<file path="src/hdl/lcs_pkg.sv">
// Shared types and constants for the link connection supervisor.
// No dependencies; imported by lcs_step and link_connection_supervisor_core.
package lcs_pkg;

  // Procedure state, one-hot inside the block
  typedef enum logic [4:0] {
    ST_IDLE       = 5'b00001,
    ST_CONNECTING = 5'b00010,
    ST_CONNECTED  = 5'b00100,
    ST_FAILED     = 5'b01000,
    ST_BACKOFF    = 5'b10000
  } proc_state_e;

  // State codes as seen on the result port
  localparam logic [2:0] CODE_IDLE       = 3'd0;
  localparam logic [2:0] CODE_CONNECTING = 3'd1;
  localparam logic [2:0] CODE_CONNECTED  = 3'd2;
  localparam logic [2:0] CODE_FAILED     = 3'd3;
  localparam logic [2:0] CODE_BACKOFF    = 3'd4;

  // Link status codes (3-bit signed)
  localparam logic signed [2:0] LINK_DOWN    = 3'sd0;
  localparam logic signed [2:0] LINK_JOIN    = 3'sd1;
  localparam logic signed [2:0] LINK_NOIP    = 3'sd2;
  localparam logic signed [2:0] LINK_UP      = 3'sd3;
  localparam logic signed [2:0] LINK_BADAUTH = -3'sd3;

  // Register indexes
  localparam logic [2:0] REG_BAD_AUTH_LIMIT   = 3'd0;
  localparam logic [2:0] REG_CONNECT_TIMEOUT  = 3'd1;
  localparam logic [2:0] REG_RETRY_WAIT       = 3'd2;
  localparam logic [2:0] REG_BAD_AUTH_WAIT    = 3'd3;

  // Register reset values
  localparam logic [7:0]  RST_BAD_AUTH_LIMIT  = 8'd3;
  localparam logic [15:0] RST_CONNECT_TIMEOUT = 16'd300;
  localparam logic [15:0] RST_RETRY_WAIT      = 16'd100;
  localparam logic [15:0] RST_BAD_AUTH_WAIT   = 16'd1200;

  localparam logic [15:0] TICK_MAX = 16'hFFFF;
  localparam logic [7:0]  AUTH_MAX = 8'hFF;

  // Configuration registers
  typedef struct packed {
    logic [7:0]  bad_auth_limit;
    logic [15:0] connect_timeout_ticks;
    logic [15:0] retry_wait_ticks;
    logic [15:0] bad_auth_wait_ticks;
  } cfg_t;

  // Supervisor state after one tick
  typedef struct packed {
    proc_state_e state;
    logic [15:0] tick_count;
    logic [7:0]  auth_fail_count;
    logic        request;
  } step_t;

  function automatic logic [2:0] state_code(proc_state_e st);
    logic [2:0] code;
    case (st)
      ST_IDLE:       code = CODE_IDLE;
      ST_CONNECTING: code = CODE_CONNECTING;
      ST_CONNECTED:  code = CODE_CONNECTED;
      ST_FAILED:     code = CODE_FAILED;
      ST_BACKOFF:    code = CODE_BACKOFF;
      default:       code = CODE_IDLE;
    endcase
    return code;
  endfunction

endpackage

</file>
<file path="src/hdl/lcs_step.sv">
// Next-state logic for one supervision tick of the connect procedure.
// Depends on lcs_pkg.
module lcs_step
  import lcs_pkg::*;
(
  input  cfg_t              cfg_i,
  input  proc_state_e       state_i,
  input  logic [15:0]       tick_i,
  input  logic [7:0]        auth_i,
  input  logic signed [2:0] link_code_i,
  input  logic              start_fails_i,
  output step_t             step_o
);

  logic [15:0] tick_inc;
  logic [7:0]  auth_inc;
  logic        link_neg;

  // saturating increments
  assign tick_inc = (tick_i < TICK_MAX) ? tick_i + 16'd1 : tick_i;
  assign auth_inc = (auth_i < AUTH_MAX) ? auth_i + 8'd1 : auth_i;
  assign link_neg = link_code_i[2];

  always_comb begin
    step_o.state           = state_i;
    step_o.tick_count      = tick_i;
    step_o.auth_fail_count = auth_i;
    step_o.request         = 1'b0;
    case (state_i)
      ST_IDLE: begin
        if (link_code_i != LINK_DOWN) begin
          step_o.state = ST_FAILED;
        end else begin
          step_o.request = 1'b1;
          step_o.state   = start_fails_i ? ST_FAILED : ST_CONNECTING;
        end
      end
      ST_CONNECTING: begin
        if (link_code_i == LINK_UP) begin
          step_o.auth_fail_count = '0;
          step_o.state           = ST_CONNECTED;
        end else if (link_code_i == LINK_BADAUTH) begin
          step_o.auth_fail_count = auth_inc;
          step_o.state           = ST_FAILED;
        end else if (link_neg) begin
          step_o.state = ST_FAILED;
        end else if (link_code_i == LINK_JOIN || link_code_i == LINK_NOIP) begin
          // join / no-ip: wait for the connect timeout
          if (tick_i > cfg_i.connect_timeout_ticks) begin
            step_o.tick_count = '0;
            step_o.state      = ST_FAILED;
          end else begin
            step_o.tick_count = tick_inc;
          end
        end else begin
          step_o.state = ST_FAILED;
        end
      end
      ST_CONNECTED: begin
        if (link_code_i == LINK_UP) begin
          step_o.auth_fail_count = '0;
        end else begin
          step_o.state = ST_FAILED;
        end
      end
      ST_FAILED: begin
        if (link_code_i == LINK_UP) begin
          step_o.state = ST_CONNECTED;
        end else if (auth_i > cfg_i.bad_auth_limit) begin
          step_o.state = ST_BACKOFF;
        end else if (tick_i > cfg_i.retry_wait_ticks) begin
          // retry
          step_o.tick_count = '0;
          step_o.request    = 1'b1;
          step_o.state      = start_fails_i ? ST_FAILED : ST_CONNECTING;
        end else begin
          step_o.tick_count = tick_inc;
        end
      end
      ST_BACKOFF: begin
        // count first, then compare the new value
        if (tick_inc > cfg_i.bad_auth_wait_ticks) begin
          step_o.tick_count = '0;
          step_o.state      = ST_CONNECTING;
        end else begin
          step_o.tick_count = tick_inc;
        end
      end
      default: begin
        step_o.state = ST_IDLE;
      end
    endcase
  end

endmodule

</file>
<file path="src/hdl/link_connection_supervisor_core.sv">
// Link connection supervisor: one supervision tick in, one result out.
//
// Usage:
//   Input channel (in_valid_i / in_stall_o) carries one tick beat: the link
//   status code and the start_fails flag. Output channel (out_valid_o /
//   out_stall_i) returns one result beat per tick: procedure state after the
//   tick, the connect request flag and the bad-auth count.
//   A beat moves on a rising edge with valid high and stall low.
//   The result of a tick is registered and is valid right after the edge
//   that takes it. Throughput is one tick per cycle while the result is not
//   stalled; the procedure state, tick counter and auth counter update in
//   the same edge that takes the tick, so the next tick sees them at once.
//   When the receiver stalls, the result register holds and in_stall_o rises
//   in the same cycle; a new tick is taken as soon as the result leaves.
//   Configuration (cfg_valid_i / cfg_ready_o, index + data) is always ready;
//   indexes above 3 are ignored. Write it only while the block is idle.
//   Reset (rst_ni low, async) returns the procedure to idle, clears both
//   counters, loads default register values and empties the result register.
// Depends on lcs_pkg and lcs_step.
module link_connection_supervisor_core
  import lcs_pkg::*;
(
  input  logic              clk_i,
  input  logic              rst_ni,
  // tick input
  input  logic              in_valid_i,
  output logic              in_stall_o,
  input  logic signed [2:0] link_code_i,
  input  logic              start_fails_i,
  // result output
  output logic              out_valid_o,
  input  logic              out_stall_i,
  output logic [2:0]        procedure_state_o,
  output logic              connect_request_o,
  output logic [7:0]        auth_failures_o,
  // configuration writes
  input  logic              cfg_valid_i,
  output logic              cfg_ready_o,
  input  logic [2:0]        cfg_index_i,
  input  logic [15:0]       cfg_data_i
);

  cfg_t        cfg_q;
  proc_state_e state_q;
  logic [15:0] tick_q;
  logic [7:0]  auth_q;
  step_t       step;
  logic        out_valid_q;
  logic [2:0]  res_state_q;
  logic        res_request_q;
  logic [7:0]  res_auth_q;
  logic        in_fire;

  assign cfg_ready_o = 1'b1;
  assign in_stall_o  = out_valid_q & out_stall_i;
  assign in_fire     = in_valid_i & ~in_stall_o;

  // configuration registers
  always_ff @(posedge clk_i or negedge rst_ni) begin
    if (!rst_ni) begin
      cfg_q.bad_auth_limit        <= RST_BAD_AUTH_LIMIT;
      cfg_q.connect_timeout_ticks <= RST_CONNECT_TIMEOUT;
      cfg_q.retry_wait_ticks      <= RST_RETRY_WAIT;
      cfg_q.bad_auth_wait_ticks   <= RST_BAD_AUTH_WAIT;
    end else if (cfg_valid_i) begin
      case (cfg_index_i)
        REG_BAD_AUTH_LIMIT:  cfg_q.bad_auth_limit        <= cfg_data_i[7:0];
        REG_CONNECT_TIMEOUT: cfg_q.connect_timeout_ticks <= cfg_data_i;
        REG_RETRY_WAIT:      cfg_q.retry_wait_ticks      <= cfg_data_i;
        REG_BAD_AUTH_WAIT:   cfg_q.bad_auth_wait_ticks   <= cfg_data_i;
        default: ;
      endcase
    end
  end

  lcs_step u_step (
    .cfg_i         (cfg_q),
    .state_i       (state_q),
    .tick_i        (tick_q),
    .auth_i        (auth_q),
    .link_code_i   (link_code_i),
    .start_fails_i (start_fails_i),
    .step_o        (step)
  );

  // procedure state and counters
  always_ff @(posedge clk_i or negedge rst_ni) begin
    if (!rst_ni) begin
      state_q <= ST_IDLE;
      tick_q  <= '0;
      auth_q  <= '0;
    end else if (in_fire) begin
      state_q <= step.state;
      tick_q  <= step.tick_count;
      auth_q  <= step.auth_fail_count;
    end
  end

  // result register valid
  always_ff @(posedge clk_i or negedge rst_ni) begin
    if (!rst_ni) begin
      out_valid_q <= 1'b0;
    end else if (in_fire) begin
      out_valid_q <= 1'b1;
    end else if (!out_stall_i) begin
      out_valid_q <= 1'b0;
    end
  end

  // result payload
  always_ff @(posedge clk_i) begin
    if (in_fire) begin
      res_state_q   <= state_code(step.state);
      res_request_q <= step.request;
      res_auth_q    <= step.auth_fail_count;
    end
  end

  assign out_valid_o       = out_valid_q;
  assign procedure_state_o = res_state_q;
  assign connect_request_o = res_request_q;
  assign auth_failures_o   = res_auth_q;

endmodule
</file>
<file path="config.mk">
export PLATFORM = sky130hd
export DESIGN_NAME = link_connection_supervisor_core
export DESIGN_NICKNAME = d
export VERILOG_FILES = /design/src/hdl/lcs_pkg.sv /design/src/hdl/lcs_step.sv /design/src/hdl/link_connection_supervisor_core.sv
export SDC_FILE = /design/constraint.sdc
export NUM_CORES = 1
export LEC_CHECK = 0
export BUFFER_PORTS_ARGS = -buffer_cell sky130_fd_sc_hd__buf_4
export CAP_MARGIN = 15
export CORE_MARGIN = 1.5
export CORE_UTILIZATION = 50
export DETAILED_ROUTE_END_ITERATION = 6
export GPL_TIMING_DRIVEN = 0
export PLACE_DENSITY_LB_ADDON = 0.12
export SLEW_MARGIN = 20
export SYNTH_ARGS = -nofsm -noshare
export SYNTH_HDL_FRONTEND = slang
export SYNTH_SLANG_ARGS = --single-unit
</file>
<file path="constraint.sdc">
create_clock -name clk_i -period 4.5 [get_ports clk_i]
set_clock_uncertainty 0.2 [all_clocks]
set_input_delay 0.9 -clock clk_i [delete_from_list [all_inputs] [get_ports clk_i]]
set_output_delay 0.9 -clock clk_i [all_outputs]
set_load 0.1 [all_outputs]
</file>
==> impl_metrics.toml <==
[critical_path]
crit_fanout = 6
critPathCaptureType = "register"
start_kind = "register"
crit_arrival_ns = 4.27
cp.required_ns = 4.47
critPathKind = "reg2reg"

[cts]
root_buffer = "clkbuf_16"
cts.clk_slew.worst_paths_ns = 0.07
cts.path.max_buffers = 2
cts_max_level = 3
cts_sinks = 98
cts_tree = "yes"
clk_latency_ns = 0.36
postCtsHoldBufs = 0
numCtsBuffers = 9

[timing]
tightest_slew_ns = 0.898
report.final.slew_viol_count = 0
holdWs_ns = 0.307
hold_viol_final = 0
fin_crit_sh_pct = 95.5
period_needed_ns = 4.30
relSlewSlack_pct = 39.3
timing.fmax_mhz = 233
setup_slack_ns = 0.200
final-setup-viol-count = 0
setup_tns_ns = 0

[finish]
multi_input_area_mm2 = 0.00322
regArea_mm2 = 0.00254
drive_above_1_share_pct = 18.9
finalNetCount = 786
fill_cells = 1085
utilization_pct = 57.8
area_growth_syn_to_layout_pct = 13.6
antenna_cells = 0

[detailed_routing]
wl_met3_um = 679
routedWlPerCell_um = 16.8
dr.pass1.iters = 7
wl_met1_um = 6830
drt_iter0_drc = 385
vias = 4958
met2_length_um = 6520
vias_per_cell = 5.82
ant_nets = 0
route.detailed.drc = 0
routed_wl_um = 14300
top_layer = "met4"

[synthesis]
ys.flop_type = "dfrtp_1"
netlist_instances = 648
synth_edf_count = 12
synth-seq-cells = 98
seq_area_frac_synth_pct = 41.5
synth.cell_area_mm2 = 0.00609
ys_types = 68
synthArstFlopShare_pct = 87.8
synth_nets = 734
synth.avg_cell_area_um2 = 9.40
yosys_warnings = 0

[outcome]
status = "finished, final reports clean"

[power]
power_frac_seq_pct = 38.4
p_int_uw = 2030
ir_drop_v = 0.000181
leakagePower_uw = 0.00310
power_density_mw_per_mm2 = 464
combPwrFrac_pct = 36.5
sw_frac_of_total_pct = 36.7
power.switching_uw = 1180
clockPowerShare_pct = 25.1

[global_routing]
overflow = 0
grt_pass1_wl_um = 23600
track_usage_pct = 23.6
antenna_found_initial = 0
grt_max_degree = 87
grt_pass1_vias = 4646

[die]
core_area_mm2 = 0.0120
initial_core_util_pct = 50.9
core.rowCount = 40
die-area_mm2 = 0.0129
num_io_pins = 43
die_w_um = 113
die_h_um = 113

[placed_design]
portBuffers = 41
globalplace.congestion = 0.859
dp_hpwl_um = 10800
preCtsSetupSlack_ns = 0.157

[min_path]
timing.hold.worst.class = "reg2reg"

[flow_run]
max_cap_viol_count = 0
[registers in the layout, summed over array words and instances, names as in the netlist]
name / cells
cfg_q: 56
tick_q: 16
auth_failures_o: 8
auth_q: 8
state_q: 5
procedure_state_o: 3
connect_request_o: 1
out_valid_o: 1
[through the flow]
step	cell area, um^2	cells	power (uW)
after floorplan	6090	648	2090
after global placement	6580	836	2340
after detailed placement	6580	836	2400
after CTS	6890	852	3210
after global routing	6920	852	3430
final	6920	852	3210
[power by group through the flow]
stage	Sequential (uW)	Clock [uW]	Combinational, uW
after detailed placement	1240	0	1160
final	1230	806	1170
after global placement	1240	0	1100
after CTS	1230	820	1170
after floorplan	1320	0	764
after global routing	1260	852	1320
[cells in the mapped netlist (4+ instances only)]
library cell | number | area, um^2
nand3b_1 | 4 | 30.0
o31ai_1 | 5 | 37.5
xnor2_1 | 7 | 61.3
dfstp_2 | 14 | 368
mux2_2 | 28 | 315
o211ai_1 | 4 | 30.0
o21ai_0 | 57 | 285
a31oi_1 | 4 | 25.0
nand2b_1 | 4 | 25.0
nand2_1 | 83 | 312
nand3_1 | 21 | 105
dfrtp_1 | 72 | 1800
edfxtp_1 | 12 | 360
nand4_1 | 15 | 93.8
xor2_1 | 4 | 35.0
a21o_1 | 4 | 30.0
clkbuf_1 | 11 | 41.3
and4_1 | 5 | 43.8
a21oi_2 | 10 | 87.6
o21a_1 | 4 | 30.0
inv_1 | 63 | 236
nor2_1 | 30 | 113
nor3_1 | 10 | 50.1
or3_1 | 6 | 37.5
buf_2 | 5 | 25.0
a21oi_1 | 41 | 205
ha_1 | 58 | 726
nor2b_1 | 6 | 37.5
and3_1 | 7 | 43.8
[metal layers]
metal	GRT usage (%)	vias up
met5	0	-
met4	8.75	0
li1	-	2408
met3	3.08	25
met1	34.1	2381
met2	36.7	144
[cell families (layout without fill, tap and decap cells)]
group / after synthesis / in the layout / share of synthesized area (%)
buffers and inverters: 84 / 141 / 5.90
adders and majority gates: 59 / 59 / 12.1
muxes: 29 / 29 / 5.34
and+or+nand+nor: 213 / 213 / 18.0
xor gates and xnor gates: 11 / 11 / 1.58
AOI/OAI and AO/OA: 153 / 153 / 15.6
other: 1 / 1 / 0.0616
DFF: 98 / 98 / 41.5
[critical path, cell delays in order, from the launching register on]
cell,delay [ns]
dfrtp_1,0.46
and4_1,0.33
nand3_1,0.13
or3_1,0.32
clkbuf_1,0.16
nand2_1,0.21
nor2_1,0.10
xor2_1,0.16
ha_1,0.31
a21oi_1,0.20
o21ai_0,0.15
a221o_1,0.39
o31a_2,0.32
a41oi_1,0.22
o211a_1,0.22
nor4bb_2,0.23
[final timing paths]
| kind | from | end | slack (ns) | cells after the start |
|---|---|---|---|---|
| worst min-delay path | cfg_q[15] | cfg_q[15] | 0.31 | 1 |
| min in group asynchronous | rst_ni | cfg_q[20] | 0.40 | 1 |
| worst max register to register | tick_q[6] | procedure_state_o[1] | 0.20 | 15 |
| max in group asynchronous | rst_ni | tick_q[11] | 3.13 | 1 |
| worst max-delay path | tick_q[6] | procedure_state_o[1] | 0.20 | 15 |
| worst min register to register | cfg_q[15] | cfg_q[15] | 0.31 | 1 |
[layout make-up]
| class | instances | area share (%) |
|---|---|---|
| sequential | 98 | 36.7 |
| timing repair buffer | 41 | 4.50 |
| clock inverter | 3 | 0.669 |
| clock buffer | 13 | 3.78 |
| buffer | 21 | 1.79 |
| tap | 147 | 2.66 |
| multi-input combinational | 466 | 46.5 |
| inverter | 63 | 3.42 |
[cell usage in the layout (no fill, tap or decap), drive strengths merged, types with 5 or more instances in the layout]
master / n
a21oi: 51
and3: 8
and4: 5
buf: 49
clkbuf: 25
dfrtp: 72
dfstp: 14
edfxtp: 12
ha: 58
inv: 63
mux2: 28
nand2: 83
nand3: 21
nand4: 15
nor2: 31
nor2b: 6
nor3: 10
nor4: 5
o21ai: 57
o31ai: 5
or3: 7
xnor2: 7
[what timing repair did]
action                     in CTS  in global routing
gates resized for setup         0                  9
setup endpoints to repair       0                 18
buffers inserted                0                  0
(Power assumes the default switching activity.)
